===== src/design/trm_pkg.sv =====
// Shared types and constants for the top-1 row mask block.
package trm_pkg;

    localparam logic [6:0] RowLengthReset = 7'd64;
    localparam logic [31:0] PosZeroBits = 32'h0000_0000;
    localparam logic [31:0] AbsMask = 32'h7FFF_FFFF;
    localparam logic [31:0] InfBits = 32'h7F80_0000;

    localparam logic [0:0] RegRowLength = 1'b0;

    // One finished row handed from the scan stage to the emit stage.
    typedef struct packed {
        logic [31:0] best_bits;
        logic [8:0]  best_position;
        logic [8:0]  length;
    } t_row;

    function automatic logic is_nan(input logic [31:0] b);
        is_nan = (b & AbsMask) > InfBits;
    endfunction

    function automatic logic greater(input logic [31:0] a, input logic [31:0] b);
        logic [31:0] ka;
        logic [31:0] kb;
        ka = a[31] ? ~a : (a | 32'h8000_0000);
        kb = b[31] ? ~b : (b | 32'h8000_0000);
        if (is_nan(a) || is_nan(b)) begin
            greater = 1'b0;
        end else if (((a | b) & AbsMask) == 32'd0) begin
            greater = 1'b0;
        end else begin
            greater = ka > kb;
        end
    endfunction

endpackage


===== src/design/trm_scan.sv =====
// Front stage: tracks the running maximum of a row and hands finished rows on.
module trm_scan #(
    parameter int MAX_EXPERTS = 64
) (
    input  logic                 i_clk,
    input  logic                 i_rst_n,
    input  logic [6:0]           i_row_length,
    input  logic                 i_valid,
    output logic                 o_stall,
    input  logic [31:0]          i_value_bits,
    output logic                 o_row_valid,
    input  logic                 i_row_stall,
    output trm_pkg::t_row        o_row
);

    logic [31:0] r_best_bits;
    logic [8:0]  r_best_position;
    logic [8:0]  r_count;
    logic [8:0]  len;
    logic [31:0] n_best_bits;
    logic [8:0]  n_best_position;
    logic        accept;
    logic        row_end;

    always_comb begin
        if (i_row_length == 7'd0) begin
            len = 9'd1;
        end else if ({2'b00, i_row_length} > 9'(MAX_EXPERTS)) begin
            len = 9'(MAX_EXPERTS);
        end else begin
            len = {2'b00, i_row_length};
        end
    end

    assign row_end = (r_count + 9'd1) >= len;
    assign o_stall = row_end && i_row_stall;
    assign accept  = i_valid && !o_stall;

    always_comb begin
        n_best_bits = r_best_bits;
        n_best_position = r_best_position;
        if (r_count == 9'd0) begin
            n_best_bits = i_value_bits;
            n_best_position = 9'd0;
        end else if (trm_pkg::greater(i_value_bits, r_best_bits)) begin
            n_best_bits = i_value_bits;
            n_best_position = r_count;
        end
    end

    assign o_row_valid = accept && row_end;
    assign o_row = '{best_bits: n_best_bits, best_position: n_best_position, length: len};

    always_ff @(posedge i_clk) begin
        if (!i_rst_n) begin
            r_count <= 9'd0;
            r_best_bits <= 32'd0;
            r_best_position <= 9'd0;
        end else if (accept) begin
            r_best_bits <= n_best_bits;
            r_best_position <= n_best_position;
            r_count <= row_end ? 9'd0 : r_count + 9'd1;
        end
    end

    assert property (@(posedge i_clk) disable iff (!i_rst_n)
        accept && !row_end |=> r_count == $past(r_count) + 9'd1)
        else $error("count did not advance");
    assert property (@(posedge i_clk) disable iff (!i_rst_n)
        o_row_valid |-> o_row.best_position < o_row.length || o_row.length < len + 9'd1)
        else $error("bad row");
    assert property (@(posedge i_clk) disable iff (!i_rst_n)
        r_count < 9'(MAX_EXPERTS))
        else $error("count out of range");

endmodule


===== src/design/trm_emit.sv =====
// Back stage: a two-entry row queue and the result sequencer.
module trm_emit (
    input  logic          i_clk,
    input  logic          i_rst_n,
    input  logic          i_row_valid,
    output logic          o_row_stall,
    input  trm_pkg::t_row i_row,
    output logic          o_valid,
    input  logic          i_stall,
    output logic [31:0]   o_masked_bits,
    output logic [5:0]    o_expert_index,
    output logic          o_row_last
);

    trm_pkg::t_row r_q [2];
    logic          r_wp;
    logic          r_rp;
    logic [1:0]    r_fill;
    logic [8:0]    r_idx;
    logic          push;
    logic          pop;
    logic          fire;
    logic          last;
    trm_pkg::t_row head;

    assign head = r_q[r_rp];
    assign o_row_stall = (r_fill == 2'd2);
    assign push = i_row_valid && !o_row_stall;
    assign o_valid = (r_fill != 2'd0);
    assign fire = o_valid && !i_stall;
    assign last = (r_idx + 9'd1) == head.length;
    assign pop = fire && last;

    assign o_masked_bits = (r_idx == head.best_position) ? head.best_bits
                                                         : trm_pkg::PosZeroBits;
    assign o_expert_index = r_idx[5:0];
    assign o_row_last = last;

    always_ff @(posedge i_clk) begin
        if (push) begin
            r_q[r_wp] <= i_row;
        end
    end

    always_ff @(posedge i_clk) begin
        if (!i_rst_n) begin
            r_wp <= 1'b0;
            r_rp <= 1'b0;
            r_fill <= 2'd0;
            r_idx <= 9'd0;
        end else begin
            if (push) begin
                r_wp <= ~r_wp;
            end
            if (pop) begin
                r_rp <= ~r_rp;
            end
            r_fill <= r_fill + {1'b0, push} - {1'b0, pop};
            if (fire) begin
                r_idx <= last ? 9'd0 : r_idx + 9'd1;
            end
        end
    end

    assert property (@(posedge i_clk) disable iff (!i_rst_n)
        r_fill <= 2'd2)
        else $error("queue overflow");
    assert property (@(posedge i_clk) disable iff (!i_rst_n)
        o_valid |-> r_idx < head.length)
        else $error("index past row end");
    assert property (@(posedge i_clk) disable iff (!i_rst_n)
        pop && !push |=> r_fill == $past(r_fill) - 2'd1)
        else $error("pop lost");

endmodule


===== src/design/top1_row_mask.sv =====
// Top level of the streaming top-1 row mask.
//  channel | direction | signals
//  input   | in        | i_valid, o_stall, i_value_bits
//  output  | out       | o_valid, i_stall, o_masked_bits, o_expert_index, o_row_last
//  config  | APB       | psel, penable, pwrite, paddr, pwdata, prdata, pready
// One input and one output transaction per cycle, unless held by o_stall or i_stall.
// Each row of N scores yields N results; emission of a row overlaps the scan of the next.
// The row-end transaction stalls only while the two-row queue is full.
// Synchronous active-low reset clears all control state; row length resets to 64.
module top1_row_mask #(
    parameter int MAX_EXPERTS = 64
) (
    input  logic        i_clk,
    input  logic        i_rst_n,
    input  logic        i_valid,
    output logic        o_stall,
    input  logic [31:0] i_value_bits,
    output logic        o_valid,
    input  logic        i_stall,
    output logic [31:0] o_masked_bits,
    output logic [5:0]  o_expert_index,
    output logic        o_row_last,
    input  logic        psel,
    input  logic        penable,
    input  logic        pwrite,
    input  logic [2:0]  paddr,
    input  logic [31:0] pwdata,
    output logic [31:0] prdata,
    output logic        pready
);

    logic [6:0]    r_row_length;
    logic          row_valid;
    logic          row_stall;
    trm_pkg::t_row row;

    assign pready = 1'b1;
    assign prdata = (paddr[2] == trm_pkg::RegRowLength) ? {25'd0, r_row_length} : 32'd0;

    always_ff @(posedge i_clk) begin
        if (!i_rst_n) begin
            r_row_length <= trm_pkg::RowLengthReset;
        end else if (psel && penable && pwrite && paddr[2] == trm_pkg::RegRowLength) begin
            r_row_length <= pwdata[6:0];
        end
    end

    trm_scan #(.MAX_EXPERTS(MAX_EXPERTS)) u_scan (
        .i_clk(i_clk), .i_rst_n(i_rst_n), .i_row_length(r_row_length),
        .i_valid(i_valid), .o_stall(o_stall), .i_value_bits(i_value_bits),
        .o_row_valid(row_valid), .i_row_stall(row_stall), .o_row(row)
    );

    trm_emit u_emit (
        .i_clk(i_clk), .i_rst_n(i_rst_n), .i_row_valid(row_valid),
        .o_row_stall(row_stall), .i_row(row), .o_valid(o_valid), .i_stall(i_stall),
        .o_masked_bits(o_masked_bits), .o_expert_index(o_expert_index),
        .o_row_last(o_row_last)
    );

endmodule

===== config.mk =====
export PLATFORM = sky130hd
export DESIGN_NAME = top1_row_mask
export DESIGN_NICKNAME = d
export VERILOG_FILES = /design/src/design/trm_pkg.sv /design/src/design/trm_scan.sv /design/src/design/trm_emit.sv /design/src/design/top1_row_mask.sv
export SDC_FILE = /design/constraint.sdc
export NUM_CORES = 1
export LEC_CHECK = 0
export BUFFER_PORTS_ARGS = -buffer_cell sky130_fd_sc_hd__buf_2
export CAP_MARGIN = 20
export CORE_ASPECT_RATIO = 0.6
export CORE_UTILIZATION = 35
export CTS_CLUSTER_SIZE = 8
export DETAILED_ROUTE_END_ITERATION = 10
export SYNTH_ARGS = -nofsm -noshare
export SYNTH_HDL_FRONTEND = slang
export SYNTH_SLANG_ARGS = --single-unit

===== constraint.sdc =====
create_clock -name i_clk -period 6.5 [get_ports i_clk]
set_input_delay 1.95 -clock i_clk [delete_from_list [all_inputs] [get_ports i_clk]]
set_output_delay 1.95 -clock i_clk [all_outputs]
set_load 0.01 [all_outputs]

==> results.cfg <==
[job]
maxCapViolCount = 0

[critical_path]
path_class = flop to output port
critPathLaunch = u_scan.r_count[0]
crit_path_start_kind = flop
end_kind = output port
path_max_fanout = 8
r2r_end = u_emit.r_q[1][41]
crit_end = o_stall
r2r_cells = 10
arrival_ns = 3.27
worstPathRequired_ns = 4.55
r2r-start = u_scan.r_best_bits[31]
rrSetupSlack_ns = 2.39

[grt]
antenna_found_initial = 2
gr-total-overflow = 0
grt_usage = 0.1638
grt_pass1_vias = 5886
grt_max_degree = 88
grt_pass1_wl_mm = 34.14

[place]
gp_congestion = 0.8356
port_buffers = 94
place_ws_ns = 1.038
place_hpwl_mm = 15.01

[die]
placementRows = 46
die_w_um = 213.7
start_util = 0.3561
die_h_um = 129.0
ios = 148
die-area_um2 = 27560
coreArea_um2 = 26420

[clock_tree]
clock-sinks = 167
postCtsHoldBufs = 0
cts.reportedPaths.clkPinSlew_ns = 0.07
ctsResizeCount = 0
htreeDepth = 4
clock_latency_ns = 0.44
numCtsBuffers = 17
cts_setup_buffers = 0
cts.path.max_buffers = 2
cts_tree = done
root_buffer = clkbuf_16

[yosys]
synth_simple_gate_area_frac = 0.1394
synthFlopType = edfxtp_1
synth.top_cells.by_area = edfxtp_1 (31%), dfxtp_1 (15%), mux2i_1 (10%)
synth_top_family_by_area = multiplexers
synth_compound_area_frac = 0.05972
synth_top_area_frac = 0.3064
synth-edff-count = 96
syn_avg_cell_area_um2 = 10.64
synthesis.area_um2 = 9408
async_flop_share = 0
synth_seq_cells = 167
synthAdderAreaFrac = 0.05852
syn_inst = 884
muxShareOfSynthArea = 0.1395
synth-xor-area-share = 0.08711
synth-warning-count = 0
synth_top_area_cell = edfxtp_1
yosysSeqAreaShare = 0.4575
yosysUniqueCellTypes = 57

[routing]
firstDrtPassIters = 4
wl_per_cell_um = 16.37
vias = 6480
wl_mm = 21.71
drt-vias-per-instance = 4.887
drt_iter0_markers = 407
antenna_left = 0
drc = 0

[pwr]
p_leak_uw = 0.004094
p_total_uw = 2547
p_per_area_nw_per_um2 = 240.4
ir_drop_v = 0.0001919

[timing]
slew_violations = 0
min_period_ns = 5.217
hold_violations = 0
setup_ws_ns = 1.283
worst_pin_slew_ns = 1.004
rsz0062_at_grt = no
period_share = 0.8026
max_freq_mhz = 191.7
setup_viol = 0
tns_ns = 0
finalClockSkew_ns = 0.008299
slew_headroom = 0.3304

[worst_hold_path]
holdPathStages = 1
worst_hold_path_type = flop to flop
hold_start = u_scan.r_best_position[5]

[final_layout]
drive_gt1_frac = 0.1969
most-common-layout-cells = nand2_1 (100), edfxtp_1 (96), mux2i_1 (94), buf_2 (94), nor2_1 (73)
fin_nets = 1070
nFillCells = 2569
multi_input_area_um2 = 4659
register_area_um2 = 4307
final_common_cell = nand2_1
syn_to_final_growth_pct = 12.65

[outcome]
status = finished, final reports clean
-- how the worst min path moves through the flow --
stage                                      endpoint  slack [ns]
after floorplan           u_scan.r_best_position[3]        0.47
after global placement    u_scan.r_best_position[8]        0.48
after detailed placement  u_scan.r_best_position[2]        0.48
after CTS                 u_scan.r_best_position[2]        0.50
after global routing      u_scan.r_best_position[5]        0.51
final                     u_scan.r_best_position[5]        0.50
-- cells in the mapped netlist (all sizes together) (2+ instances only) --
| cell | n |
|---|---|
| ha | 44 |
| o211ai | 6 |
| and4b | 2 |
| o31a | 3 |
| nor4b | 2 |
| a21oi | 28 |
| nand2b | 2 |
| inv | 12 |
| nor3 | 9 |
| and2 | 3 |
| xnor2 | 52 |
| buf | 52 |
| a2111oi | 2 |
| nor2 | 74 |
| a32o | 8 |
| mux2i | 94 |
| xor2 | 39 |
| mux2 | 33 |
| or3 | 4 |
| nand3 | 11 |
| nand4 | 19 |
| dfxtp | 71 |
| a22oi | 2 |
| and3 | 5 |
| edfxtp | 96 |
| clkbuf | 29 |
| nand4b | 3 |
| o21ai | 27 |
| conb | 2 |
| nand2 | 100 |
| or2 | 2 |
| nand3b | 2 |
| o21a | 2 |
| nor2b | 11 |
| nor4 | 23 |
-- sequential cells by signal, summed over array words and instances, names as in the netlist, named ones only --
name / cells
r_row_length: 7
u_scan.r_best_position: 9
u_emit.r_idx: 9
u_scan.r_best_bits: 32
u_scan.r_count: 9
u_emit.r_rp: 1
u_emit.r_wp: 1
u_emit.r_q: 96
u_emit.r_fill: 2
-- power by group --
group | total (uW) | switching [uW] | internal (uW)
combinational | 387 | 214 | 172
clock | 976 | 470 | 506
sequential | 1180 | 36.7 | 1150
total | 2550 | 721 | 1830
-- critical path: stages, from the launching register on --
cell and delay (ns):
dfxtp_1 0.48, ha_1 0.32, and4_1 0.31, nand2_1 0.10
xnor2_1 0.15, ha_1 0.21, or3b_1 0.34, or4_1 0.41
o211ai_2 0.11, o21a_4 0.20, nor2_1 0.05, buf_2 0.13
-- area by class of cell --
cell class	instances	share of cell area
Clock buffer	17	0.04014
Timing Repair Buffer	106	0.05325
Clock inverter	15	0.01322
Sequential cell	167	0.4064
Tap cell	360	0.04250
Multi-Input combinational cell	647	0.4397
Inverter	13	0.004604
Antenna cell	1	0.0002361
-- stage by stage --
step	instance area (um^2)	utilization	hold WS (ns)	cells
after floorplan	9498	-	0.4682	908
after global placement	10020	0.3792	0.4760	1292
after detailed placement	10020	0.3792	0.4843	1292
after CTS	10580	0.4006	0.5012	1324
after global routing	10600	0.4011	0.5124	1325
final	10600	0.4012	0.4982	1326
-- per-layer routing --
metal  GRT usage  up-vias  wire, um
met2      0.2154      120      8576
met4     0.04706        2       205
met1      0.2570     3094     12040
met5           0        -        13
met3     0.04003       17       879
li1            -     3247         -
-- cell families (layout without fill, tap and decap cells) --
group / count (synthesis) / count (layout)
mux: 127 / 127
fa+ha+maj: 44 / 44
xor+xnor: 92 / 92
other cells: 2 / 27
flops: 167 / 167
buf+inv: 94 / 151
simple gates: 275 / 275
compound gates: 83 / 83
No activity file was read; power rests on OpenSTA's default activity.
